===== config.mk =====
export PLATFORM = sky130hd
export DESIGN_NAME = stereo_duty_cycle_to_pcm_sampler_top
export DESIGN_NICKNAME = d
export VERILOG_FILES = /design/src/rtl/sdc2pcm_pkg.sv /design/src/rtl/stereo_duty_cycle_to_pcm_sampler_top.sv /design/src/rtl/sdc2pcm_ctrl.sv /design/src/rtl/sdc2pcm_dp.sv
export SDC_FILE = /design/constraint.sdc
export NUM_CORES = 2
export LEC_CHECK = 0
export ABC_CLOCK_PERIOD_IN_PS = 10500
export BUFFER_PORTS_ARGS = -buffer_cell sky130_fd_sc_hd__buf_2
export CAP_MARGIN = 20
export CORE_MARGIN = 1.5
export CORE_UTILIZATION = 44
export DETAILED_ROUTE_END_ITERATION = 10
export SYNTH_ARGS = -nofsm -noshare
export SYNTH_HDL_FRONTEND = slang
export SYNTH_SLANG_ARGS = --single-unit

===== constraint.sdc =====
create_clock -name clk_i -period 10.5 [get_ports clk_i]
set_input_delay 2.1 -clock clk_i [delete_from_list [all_inputs] [get_ports clk_i]]
set_output_delay 2.1 -clock clk_i [all_outputs]
set_load 0.02 [all_outputs]

===== src/rtl/sdc2pcm_pkg.sv =====
// Shared types, constants and helper functions of the stereo duty-cycle to PCM sampler.
// Used by the controller, the datapath and the top level; depends on nothing else.

package sdc2pcm_pkg;

  localparam int unsigned RING_DEPTH = 4096;
  localparam int unsigned PTR_W      = $clog2(RING_DEPTH);

  localparam int unsigned OP_W       = 2;
  localparam int unsigned TIME_W     = 32;
  localparam int unsigned TOTAL_W    = 33;
  localparam int unsigned PERIOD_W   = 16;
  localparam int unsigned VOL_W      = 9;
  localparam int unsigned PCM_W      = 8;
  localparam int unsigned WIDX_W     = 12;
  localparam int unsigned CFG_IDX_W  = 2;
  localparam int unsigned CFG_DATA_W = 16;
  localparam int unsigned PROD_W     = PERIOD_W + VOL_W;
  localparam int unsigned REM_W      = PERIOD_W + PCM_W;
  localparam int unsigned CNT_W      = $clog2(PCM_W);

  localparam logic [OP_W-1:0] OP_LEFT  = 2'd0;
  localparam logic [OP_W-1:0] OP_RIGHT = 2'd1;
  localparam logic [OP_W-1:0] OP_POLL  = 2'd2;

  localparam logic [CFG_IDX_W-1:0] CFG_ENABLE = 2'd0;
  localparam logic [CFG_IDX_W-1:0] CFG_VOLUME = 2'd1;
  localparam logic [CFG_IDX_W-1:0] CFG_PERIOD = 2'd2;

  localparam logic [VOL_W-1:0]    VOL_FULL     = 9'd256;
  localparam logic [VOL_W-1:0]    VOL_RESET    = 9'd84;
  localparam logic [PERIOD_W-1:0] PERIOD_RESET = 16'd136;

  typedef struct packed {
    logic [OP_W-1:0]   op;
    logic [TIME_W-1:0] now_ticks;
    logic              line_level;
  } in_item_t;

  typedef struct packed {
    logic              status;
    logic              sample_valid;
    logic [PCM_W-1:0]  left_sample;
    logic [PCM_W-1:0]  right_sample;
    logic [WIDX_W-1:0] write_index;
  } out_item_t;

  typedef struct packed {
    logic capture;
    logic lvl_diff;
    logic lvl_update;
    logic end_calc;
    logic close_diff;
    logic close_update;
    logic mul;
    logic sum;
    logic div_step;
    logic out_load;
  } ctrl_cmd_t;

  typedef struct packed {
    logic enabled;
    logic poll_due;
  } dp_status_t;

  function automatic logic [TOTAL_W-1:0] add_sat(input logic [TOTAL_W-1:0] total,
                                                 input logic [TIME_W-1:0]  inc);
    logic [TOTAL_W:0] s;
    s = {1'b0, total} + {2'b00, inc};
    return s[TOTAL_W] ? {TOTAL_W{1'b1}} : s[TOTAL_W-1:0];
  endfunction

endpackage


===== src/rtl/stereo_duty_cycle_to_pcm_sampler_top.sv =====
// Top level of the stereo duty-cycle to PCM sampler: ports, configuration handshake and wiring.
// Depends on sdc2pcm_pkg, sdc2pcm_ctrl and sdc2pcm_dp.

// Each transfer on the input channel yields exactly one result transfer. A poll that closes a
// sample period runs the restoring divider, which forms both 8-bit samples in parallel, one
// quotient bit per cycle; a level change, a premature poll, an unknown op or a disabled block
// skip the divider. The block takes one item at a time, but accepts the next one while a
// result still waits in the output register. Configuration writes are always accepted and
// should only be issued while the block is idle.

module stereo_duty_cycle_to_pcm_sampler_top import sdc2pcm_pkg::*; (
  input  logic                  clk_i,
  input  logic                  rst_ni,
  input  logic                  in_valid_i,
  output logic                  in_ready_o,
  input  in_item_t              in_data_i,
  output logic                  out_valid_o,
  input  logic                  out_ready_i,
  output out_item_t             out_data_o,
  input  logic                  cfg_valid_i,
  output logic                  cfg_ready_o,
  input  logic [CFG_IDX_W-1:0]  cfg_index_i,
  input  logic [CFG_DATA_W-1:0] cfg_data_i
);

  ctrl_cmd_t  cmd;
  dp_status_t status;
  logic       cfg_we;

  assign cfg_ready_o = 1'b1;
  assign cfg_we      = cfg_valid_i && cfg_ready_o;

  sdc2pcm_ctrl u_ctrl (
    .clk_i       (clk_i),
    .rst_ni      (rst_ni),
    .in_valid_i  (in_valid_i),
    .in_ready_o  (in_ready_o),
    .in_op_i     (in_data_i.op),
    .out_valid_o (out_valid_o),
    .out_ready_i (out_ready_i),
    .status_i    (status),
    .cmd_o       (cmd)
  );

  sdc2pcm_dp u_dp (
    .clk_i       (clk_i),
    .rst_ni      (rst_ni),
    .cfg_we_i    (cfg_we),
    .cfg_index_i (cfg_index_i),
    .cfg_data_i  (cfg_data_i),
    .in_data_i   (in_data_i),
    .cmd_i       (cmd),
    .status_o    (status),
    .out_data_o  (out_data_o)
  );

endmodule


===== src/rtl/sdc2pcm_ctrl.sv =====
// Controller state machine of the sampler: sequences level changes, polls and the divider.
// Depends on sdc2pcm_pkg; drives the datapath through ctrl_cmd_t and reads dp_status_t.

module sdc2pcm_ctrl import sdc2pcm_pkg::*; (
  input  logic            clk_i,
  input  logic            rst_ni,
  input  logic            in_valid_i,
  output logic            in_ready_o,
  input  logic [OP_W-1:0] in_op_i,
  output logic            out_valid_o,
  input  logic            out_ready_i,
  input  dp_status_t      status_i,
  output ctrl_cmd_t       cmd_o
);

  localparam logic [3:0] ST_IDLE    = 4'd0;
  localparam logic [3:0] ST_LVL_DIF = 4'd1;
  localparam logic [3:0] ST_LVL_UPD = 4'd2;
  localparam logic [3:0] ST_P_END   = 4'd3;
  localparam logic [3:0] ST_P_CHK   = 4'd4;
  localparam logic [3:0] ST_CLOSE   = 4'd5;
  localparam logic [3:0] ST_MUL     = 4'd6;
  localparam logic [3:0] ST_SUM     = 4'd7;
  localparam logic [3:0] ST_DIV     = 4'd8;
  localparam logic [3:0] ST_DONE    = 4'd9;

  logic [3:0]       state_q, state_d;
  logic [CNT_W-1:0] cnt_q, cnt_d;
  logic             out_valid_q, out_valid_d;

  always_comb begin
    state_d    = state_q;
    cnt_d      = cnt_q;
    cmd_o      = '0;
    in_ready_o = 1'b0;
    unique case (state_q)
      ST_IDLE: begin
        in_ready_o = 1'b1;
        if (in_valid_i) begin
          cmd_o.capture = 1'b1;
          if (!status_i.enabled) begin
            state_d = ST_DONE;
          end else begin
            unique case (in_op_i) inside
              OP_LEFT, OP_RIGHT: state_d = ST_LVL_DIF;
              OP_POLL:           state_d = ST_P_END;
              default:           state_d = ST_DONE;
            endcase
          end
        end
      end
      ST_LVL_DIF: begin
        cmd_o.lvl_diff = 1'b1;
        state_d        = ST_LVL_UPD;
      end
      ST_LVL_UPD: begin
        cmd_o.lvl_update = 1'b1;
        state_d          = ST_DONE;
      end
      ST_P_END: begin
        cmd_o.end_calc = 1'b1;
        state_d        = ST_P_CHK;
      end
      ST_P_CHK: begin
        cmd_o.close_diff = 1'b1;
        state_d          = status_i.poll_due ? ST_CLOSE : ST_DONE;
      end
      ST_CLOSE: begin
        cmd_o.close_update = 1'b1;
        state_d            = ST_MUL;
      end
      ST_MUL: begin
        cmd_o.mul = 1'b1;
        state_d   = ST_SUM;
      end
      ST_SUM: begin
        cmd_o.sum = 1'b1;
        cnt_d     = '0;
        state_d   = ST_DIV;
      end
      ST_DIV: begin
        cmd_o.div_step = 1'b1;
        cnt_d          = cnt_q + 1'b1;
        if (cnt_q == CNT_W'(PCM_W - 1)) begin
          state_d = ST_DONE;
        end
      end
      ST_DONE: begin
        if (!out_valid_q || out_ready_i) begin
          cmd_o.out_load = 1'b1;
          state_d        = ST_IDLE;
        end
      end
      default: state_d = ST_IDLE;
    endcase
  end

  assign out_valid_d = (out_valid_q && !out_ready_i) || cmd_o.out_load;
  assign out_valid_o = out_valid_q;

  always_ff @(posedge clk_i or negedge rst_ni) begin
    if (!rst_ni) begin
      state_q     <= ST_IDLE;
      cnt_q       <= '0;
      out_valid_q <= 1'b0;
    end else begin
      state_q     <= state_d;
      cnt_q       <= cnt_d;
      out_valid_q <= out_valid_d;
    end
  end

endmodule


===== src/rtl/sdc2pcm_dp.sv =====
// Datapath of the sampler: configuration, channel timing state, sample arithmetic and divider.
// Depends on sdc2pcm_pkg; steered by the controller through ctrl_cmd_t.

module sdc2pcm_dp import sdc2pcm_pkg::*; (
  input  logic                  clk_i,
  input  logic                  rst_ni,
  input  logic                  cfg_we_i,
  input  logic [CFG_IDX_W-1:0]  cfg_index_i,
  input  logic [CFG_DATA_W-1:0] cfg_data_i,
  input  in_item_t              in_data_i,
  input  ctrl_cmd_t             cmd_i,
  output dp_status_t            status_o,
  output out_item_t             out_data_o
);

  logic                en_q;
  logic [VOL_W-1:0]    vol_q;
  logic [PERIOD_W-1:0] per_q;

  logic [TIME_W-1:0]  rise_l_q, rise_r_q, start_q;
  logic [TOTAL_W-1:0] tot_l_q, tot_r_q;
  logic               high_l_q, high_r_q;
  logic [PTR_W-1:0]   ptr_q;

  in_item_t           item_q;
  logic [TIME_W-1:0]  diff_q, diff_l_q, diff_r_q;
  logic               ge_q, close_l_q, close_r_q;
  logic [TIME_W:0]    end_q;
  logic [PROD_W-1:0]  ph_l_q, ph_r_q, pp_q;
  logic [REM_W-1:0]   rem_l_q, rem_r_q, div_q;
  logic [PCM_W-1:0]   q_l_q, q_r_q;
  out_item_t          res_q, out_q;

  logic [PERIOD_W-1:0] per_eff;
  logic [VOL_W-1:0]    vol_eff;
  logic [PERIOD_W-1:0] h_l, h_r;
  logic [TIME_W-1:0]   rise_sel;
  logic                sel_right;
  logic [TIME_W+1:0]   far_sum;
  logic                far;
  logic [TOTAL_W+2:0]  num_l, num_r;
  logic [TIME_W-1:0]   end_t;

  assign per_eff   = (per_q == '0) ? PERIOD_W'(1) : per_q;
  assign vol_eff   = (vol_q > VOL_FULL) ? VOL_FULL : vol_q;
  assign sel_right = (item_q.op == OP_RIGHT);
  assign rise_sel  = sel_right ? rise_r_q : rise_l_q;
  assign end_t     = end_q[TIME_W-1:0];
  assign h_l = (tot_l_q > TOTAL_W'(per_eff)) ? per_eff : tot_l_q[PERIOD_W-1:0];
  assign h_r = (tot_r_q > TOTAL_W'(per_eff)) ? per_eff : tot_r_q[PERIOD_W-1:0];

  assign num_l = (36'(ph_l_q) << 9) - (36'(ph_l_q) << 1) + (36'(pp_q) << 8) - 36'(pp_q);
  assign num_r = (36'(ph_r_q) << 9) - (36'(ph_r_q) << 1) + (36'(pp_q) << 8) - 36'(pp_q);

  assign far_sum = {2'b00, end_t} + {1'b0, 16'(0), per_eff, 1'b0};
  assign far     = far_sum < {2'b00, item_q.now_ticks};

  assign status_o.enabled  = en_q;
  assign status_o.poll_due = {1'b0, item_q.now_ticks} >= end_q;
  assign out_data_o        = out_q;

  always_ff @(posedge clk_i or negedge rst_ni) begin
    if (!rst_ni) begin
      en_q     <= 1'b1;
      vol_q    <= VOL_RESET;
      per_q    <= PERIOD_RESET;
      rise_l_q <= '0;
      rise_r_q <= '0;
      tot_l_q  <= '0;
      tot_r_q  <= '0;
      high_l_q <= 1'b0;
      high_r_q <= 1'b0;
      start_q  <= '0;
      ptr_q    <= '0;
    end else begin
      if (cfg_we_i) begin
        unique case (cfg_index_i)
          CFG_ENABLE: en_q  <= cfg_data_i[0];
          CFG_VOLUME: vol_q <= cfg_data_i[VOL_W-1:0];
          CFG_PERIOD: per_q <= cfg_data_i[PERIOD_W-1:0];
          default: ;
        endcase
      end
      if (cmd_i.lvl_update) begin
        if (sel_right) begin
          high_r_q <= item_q.line_level;
          if (item_q.line_level) begin
            rise_r_q <= item_q.now_ticks;
          end else if (ge_q) begin
            tot_r_q <= add_sat(tot_r_q, diff_q);
          end
        end else begin
          high_l_q <= item_q.line_level;
          if (item_q.line_level) begin
            rise_l_q <= item_q.now_ticks;
          end else if (ge_q) begin
            tot_l_q <= add_sat(tot_l_q, diff_q);
          end
        end
      end
      if (cmd_i.close_update) begin
        if (close_l_q) begin
          tot_l_q  <= add_sat(tot_l_q, diff_l_q);
          rise_l_q <= end_t;
        end
        if (close_r_q) begin
          tot_r_q  <= add_sat(tot_r_q, diff_r_q);
          rise_r_q <= end_t;
        end
      end
      if (cmd_i.sum) begin
        tot_l_q <= '0;
        tot_r_q <= '0;
        start_q <= far ? item_q.now_ticks : end_t;
        ptr_q   <= (ptr_q == PTR_W'(RING_DEPTH - 1)) ? '0 : ptr_q + 1'b1;
      end
    end
  end

  always_ff @(posedge clk_i) begin
    if (cmd_i.capture) begin
      item_q <= in_data_i;
      res_q  <= {!en_q, 1'b0, PCM_W'(0), PCM_W'(0), WIDX_W'(0)};
      q_l_q  <= '0;
      q_r_q  <= '0;
    end
    if (cmd_i.lvl_diff) begin
      diff_q <= item_q.now_ticks - rise_sel;
      ge_q   <= item_q.now_ticks >= rise_sel;
    end
    if (cmd_i.end_calc) begin
      end_q <= {1'b0, start_q} + {17'(0), per_eff};
    end
    if (cmd_i.close_diff) begin
      diff_l_q  <= end_t - rise_l_q;
      diff_r_q  <= end_t - rise_r_q;
      close_l_q <= high_l_q && (end_t > rise_l_q);
      close_r_q <= high_r_q && (end_t > rise_r_q);
    end
    if (cmd_i.mul) begin
      ph_l_q <= PROD_W'(h_l) * PROD_W'(vol_eff);
      ph_r_q <= PROD_W'(h_r) * PROD_W'(vol_eff);
      pp_q   <= PROD_W'(VOL_FULL - vol_eff) * PROD_W'(per_eff);
    end
    if (cmd_i.sum) begin
      rem_l_q <= num_l[REM_W+8:9];
      rem_r_q <= num_r[REM_W+8:9];
      div_q   <= {1'b0, per_eff, 7'd0};
      res_q   <= {res_q.status, 1'b1, res_q.left_sample, res_q.right_sample,
                  WIDX_W'(ptr_q)};
    end
    if (cmd_i.div_step) begin
      if (rem_l_q >= div_q) begin
        rem_l_q <= rem_l_q - div_q;
        q_l_q   <= {q_l_q[PCM_W-2:0], 1'b1};
      end else begin
        q_l_q   <= {q_l_q[PCM_W-2:0], 1'b0};
      end
      if (rem_r_q >= div_q) begin
        rem_r_q <= rem_r_q - div_q;
        q_r_q   <= {q_r_q[PCM_W-2:0], 1'b1};
      end else begin
        q_r_q   <= {q_r_q[PCM_W-2:0], 1'b0};
      end
      div_q <= div_q >> 1;
    end
    if (cmd_i.out_load) begin
      out_q <= {res_q.status, res_q.sample_valid, q_l_q, q_r_q, res_q.write_index};
    end
  end

endmodule


* Yosys cells after proc, flatten, opt, wreduce, memory -nomap -nowiden *
Index checks and enable logic that the tools add are counted.

storage, ports and cells
  flip-flop bits (word level) = 583
  output and inout bits = 33
  input port bits = 58

operators by class
  add/subtract/negate cells = 20
  muxes and demuxes = 71
  bitwise logic cells = 2
  magnitude comparators = 10
  multiply operators = 3
  reductions and logical operators = 24
  equal/unequal tests = 19

operator list
  cell              number
  $mux W33          18
  $mux W32          12
  $mux W24          6
  $add A33 B32 Y34  4
  $sub A32 B32 Y32  3
  $add A33 B33 Y33  2
  $gt A33 B16 Y1    2
  $sub A33 B25 Y33  2
  $sub A33 B26 Y33  2
  $gt A32 B32 Y1    2
  $mul A16 B9 Y25   2
  $ge A24 B23 Y1    2
  $mux W16          3
  $sub A24 B23 Y24  2
  $pmux W4 S10      1
  $mux W12          3
  $lt A34 B32 Y1    1
  $add A32 B16 Y33  1
  $add A32 B17 Y33  1
  $ge A32 B33 Y1    1
  $ge A32 B32 Y1    1
  $mul A25 B16 Y25  1
  $mux W8           3
  $mux W23          1
  other kinds (31)  73

* Logic depth before layout (Yosys ltp) *
  depth after elaboration = 9
  mapped depth = 42

* Cells and area by module *
A second synthesis with hierarchy kept.

unflattened totals
  cell total of the unflattened synthesis = 6427
  area total of the unflattened synthesis = 58723.8 um2

modules (own cells, without submodules)
  module                                instances  area an instance (um2)  sequential area each (um2)  cells an instance
  sdc2pcm_dp                            1          58097.0                 15772.6                     6357
  sdc2pcm_ctrl                          1          615.6                   200.2                       68
  stereo_duty_cycle_to_pcm_sampler_top  1          11.3                    0.0                         2

* Least setup slack after synthesis *
OpenSTA, ideal clock, no wires.

  path type = register -> register
  start = register u_dp.per_q[9]
  end = register u_dp.ph_l_q[24], data pin
  library setup time = 167 ps
  clock period less this slack = 7949 ps
  arrival time = 7782 ps
  slack = 2551 ps
  stages on the path, launching flop included = 38
  cell sequence = dfrtp_1 > nor4_1 > a41oi_1 > inv_1 > clkbuf_1 > ha_1 > nor2b_1 > o21a_1 > o21a_1 > o21a_1 > o21a_1 > o21a_1 > o21ai_0 > nand2b_1 > a21oi_1 > o21ai_1 > clkbuf_1 > mux2_2 > [2 not listed] > inv_1 > fa_1 > inv_1 > fa_1 > fa_1 > inv_1 > ha_1 > inv_1 > o21bai_1 > a21o_1 > a21o_1 > a31oi_2 > o21ai_1 > o41ai_2 > o21ai_0 > or4_1 > and3_1 > a211oi_1

between the ends
  word-level cells in the longest chain between the ends = 5

ends and longest elaborated chain
  what                      RTL line           source
  start: declaration        sdc2pcm_dp.sv:18   logic [PERIOD_W-1:0] per_q;
  start signal: assignment  sdc2pcm_dp.sv:80   CFG_PERIOD: per_q <= cfg_data_i[PERIOD_W-1:0];
  $logic_not A16 Y1         sdc2pcm_dp.sv:44   assign per_eff = (per_q == '0) ? PERIOD_W'(1) : per_q;
  $mux W16 *                sdc2pcm_dp.sv:44
  $gt A33 B16 Y1            sdc2pcm_dp.sv:49   assign h_l = (tot_l_q > TOTAL_W'(per_eff)) ? per_eff : tot_l_q[PERIOD_W-1:0];
  $mux W16 *                sdc2pcm_dp.sv:49
  $mul A16 B9 Y25 *         sdc2pcm_dp.sv:141  ph_l_q <= PROD_W'(h_l) * PROD_W'(vol_eff);
  end signal: assignment    sdc2pcm_dp.sv:141
  end: declaration          sdc2pcm_dp.sv:29   logic [PROD_W-1:0] ph_l_q, ph_r_q, pp_q;

Every way passes the cells marked *; elsewhere a longest branch is shown, timed or not.
A chain may end at the register's enable or synchronous reset.

* Final worst setup path *
  start = register u_dp.per_q[4]
  end = register u_dp.ph_r_q[24], data pin

between the ends
  word-level cells in the longest chain between the ends = 5

ends and longest elaborated chain
  what                    RTL line           source
  $logic_not A16 Y1       sdc2pcm_dp.sv:44
  $mux W16 *              sdc2pcm_dp.sv:44
  $gt A33 B16 Y1          sdc2pcm_dp.sv:50   assign h_r = (tot_r_q > TOTAL_W'(per_eff)) ? per_eff : tot_r_q[PERIOD_W-1:0];
  $mux W16 *              sdc2pcm_dp.sv:50
  $mul A16 B9 Y25 *       sdc2pcm_dp.sv:142  ph_r_q <= PROD_W'(h_r) * PROD_W'(vol_eff);
  end signal: assignment  sdc2pcm_dp.sv:142
  end: declaration        sdc2pcm_dp.sv:29

Marked as above.

==> flow_summary.json <==
{
  "cp.required_ns": 10.89,
  "hp-class": "register to register",
  "outcome": "finished clean",
  "wl_per_cell_um": 20.3,
  "finalHoldViolCount": 0,
  "portBuffers": 89,
  "drc": 0,
  "post_cts_buffers": 0,
  "whs_path_depth": 0,
  "hpwl_um": 136000,
  "grtUsageTotal": 0.248,
  "cp-end-kind": "register",
  "grt_start_max_net_pins": 115,
  "cp_slowest_cell": "mux2i_1",
  "ys_seq_area_frac": 0.270,
  "tightest_slew_ns": 1.14,
  "grt_pass1_vias": 45127,
  "die_area_um2": 137000,
  "drtIter0Drc": 3158,
  "grt-ovfl-total": 0,
  "crit_top_cell": "o21a_1",
  "holdWs_ns": 0.417,
  "ys.flop_type": "edfxtp_1",
  "skew_ns": 0.0580,
  "finalCritPeriodShare": 0.891,
  "viasPerCell": 5.47,
  "critical_path_class": "register to register",
  "dp_slack_ns": 1.35,
  "max_stage_delay_ns": 0.81,
  "cts_tree": "yes",
  "maxSlewViolCount": 0,
  "nNetsFinal": 7654,
  "grt_pass1_wl_um": 262000,
  "initial_core_util": 0.443,
  "cts.sinks": 583,
  "fillers": 12828,
  "numCtsBuffers": 75,
  "hold_buffers": 0,
  "core-area_um2": 133000,
  "whs_endpoint": "u_dp.out_data_o[4]",
  "min_period_ns": 9.36,
  "place_congestion": 0.955,
  "r2r-start": "u_dp.per_q[4]",
  "r2r_cells": 35,
  "synth.distinct_cells": 104,
  "drt_pre_antenna_iters": 7,
  "postSynthCellCount": 6396,
  "syn_area_per_cell_um2": 9.25,
  "crit_fanout": 10,
  "cts_resized": 0,
  "antenna_found_initial": 4,
  "ys_ff_latch": 583,
  "drive_gt1_frac": 0.0667,
  "ant_nets": 0,
  "finalWorstSetupSlack_ns": 1.14,
  "clk_path_buf_depth": 3,
  "vias": 45524,
  "yosysWarnings": 0,
  "cts_max_level": 3,
  "critPathTopFamily": "compound AO/OA/AOI/OAI gates",
  "final-setup-viol-count": 0,
  "drv_cap": 0,
  "max-slew-margin-rel": 0.229,
  "hold_start": "u_dp.res_q[4]",
  "cp-start-kind": "register",
  "worstSkewPairLatency_ns": 0.69,
  "rrSetupSlack_ns": 1.14,
  "drt_wl_total_um": 169000,
  "arrival_ns": 9.75,
  "critPathLaunch": "u_dp.per_q[4]",
  "root_buffer": "clkbuf_16",
  "syn2layout_area_growth_pct": 8.89,
  "setup_tns_ns": 0,
  "path_clk_slew_ns": 0.06,
  "synth-async-reset-ratio": 0.360,
  "syn_area_um2": 59200,
  "fmax_mhz": 107,
  "fp.dieW_um": 370,
  "rsz0062_at_grt": "no",
  "rows": 134,
  "synth_edf_count": 324,
  "path_depth": 35,
  "cp_num_buf_inv": 5,
  "num_io_pins": 91,
  "die_h_um": 370,
  "r2r_end": "u_dp.ph_r_q[24]"
}
[cells by family (layout without fill, tap and decap cells)]
logic type,Yosys count,in the layout,share of synthesized area
AND/OR/NAND/NOR,1735,1735,0.137
AO/OA/AOI/OAI,1407,1407,0.151
adder cells (fa/ha/maj),1111,1111,0.292
buffers and inverters,1024,1135,0.0672
flip-flops,583,583,0.270
XOR/XNOR,411,411,0.0608
multiplexers,123,123,0.0219
other,2,45,0.000127
[registers in the layout, summed over array words and instances (netlist names), 23 cells and up]
signal           flops
u_dp.item_q         35
u_dp.end_q          33
u_dp.tot_l_q        33
u_dp.tot_r_q        33
u_dp.diff_l_q       32
u_dp.diff_q         32
u_dp.diff_r_q       32
u_dp.rise_l_q       32
u_dp.rise_r_q       32
u_dp.start_q        32
u_dp.out_data_o     30
u_dp.ph_l_q         25
u_dp.ph_r_q         25
u_dp.pp_q           25
u_dp.rem_l_q        24
u_dp.rem_r_q        24
u_dp.div_q          23
[per-stage QoR]
stage | utilization | cells | area [um^2]
finish | 0.483 | 8318 | 64400
global route | 0.483 | 8316 | 64400
floorplan | - | 6437 | 59300
global placement | 0.463 | 8174 | 61900
detailed placement | 0.463 | 8174 | 61900
CTS | 0.482 | 8314 | 64400
[Yosys cell counts, types with 100 or more instances]
master | number | share of area
inv_1 | 829 | 0.053
ha_1 | 660 | 0.14
nor2_1 | 570 | 0.036
nand2_1 | 483 | 0.031
a21oi_1 | 472 | 0.040
fa_1 | 451 | 0.15
edfxtp_1 | 324 | 0.16
o21ai_0 | 283 | 0.024
xnor2_1 | 265 | 0.039
dfrtp_1 | 204 | 0.086
a21o_1 | 158 | 0.020
clkbuf_1 | 157 | 0.010
xor2_1 | 146 | 0.022
and2_1 | 103 | 0.011
nand3_1 | 100 | 0.0085
[how the worst max path moves through the flow]
| stage | slack, ns | to |
|---|---|---|
| 6_report | 1.14 | u_dp.ph_r_q[24] |
| 3_3_place_gp | 1.51 | u_dp.ph_r_q[24] |
| 4_1_cts | 1.32 | u_dp.ph_r_q[24] |
| 2_1_floorplan | 2.55 | u_dp.ph_l_q[24] |
| 3_5_place_dp | 1.35 | u_dp.ph_r_q[24] |
| 5_1_grt | 0.68 | u_dp.ph_r_q[23] |
[placed cells by master, fill, tap and decap left out, types with 87 or more instances in the layout]
cell type  instances
inv_1            828
ha_1             660
nor2_1           567
nand2_1          481
a21oi_1          468
fa_1             451
edfxtp_1         324
o21ai_0          283
xnor2_1          264
dfrtp_1          204
a21o_1           158
xor2_1           146
and2_1           103
nand3_1           98
buf_2             88
nand2b_1          87
[layout make-up]
class | instances | area [um^2] | area share
diodes | 2 | 5.00 | 0.0000777
clock buffers | 93 | 2050 | 0.0318
clock inverters | 47 | 473 | 0.00734
inverters | 831 | 3120 | 0.0484
multi-input cells | 4830 | 39500 | 0.614
flip-flops and latches | 583 | 16000 | 0.248
well taps | 1768 | 2210 | 0.0343
repair buffers | 164 | 1070 | 0.0166
[per-layer routing]
metal,GRT usage,share of wire
met1,0.358,0.47
met5,0,0
met4,0.0802,0.033
met2,0.383,0.44
met3,0.0359,0.059
[worst reg2reg max path, delay by kind of cell (launching register included)]
family / cells / cell delay (ns)
AOI/OAI and AO/OA: 17 / 3.92
xor gates and xnor gates: 1 / 0.08
adders and majority gates: 6 / 2.51
buffers and inverters: 5 / 0.44
DFF: 1 / 0.38
muxes: 1 / 0.82
and+or+nand+nor: 5 / 0.99
Power is not shown: default switching activity piles up to over one toggle a cycle in this logic, so the estimate is an artifact.
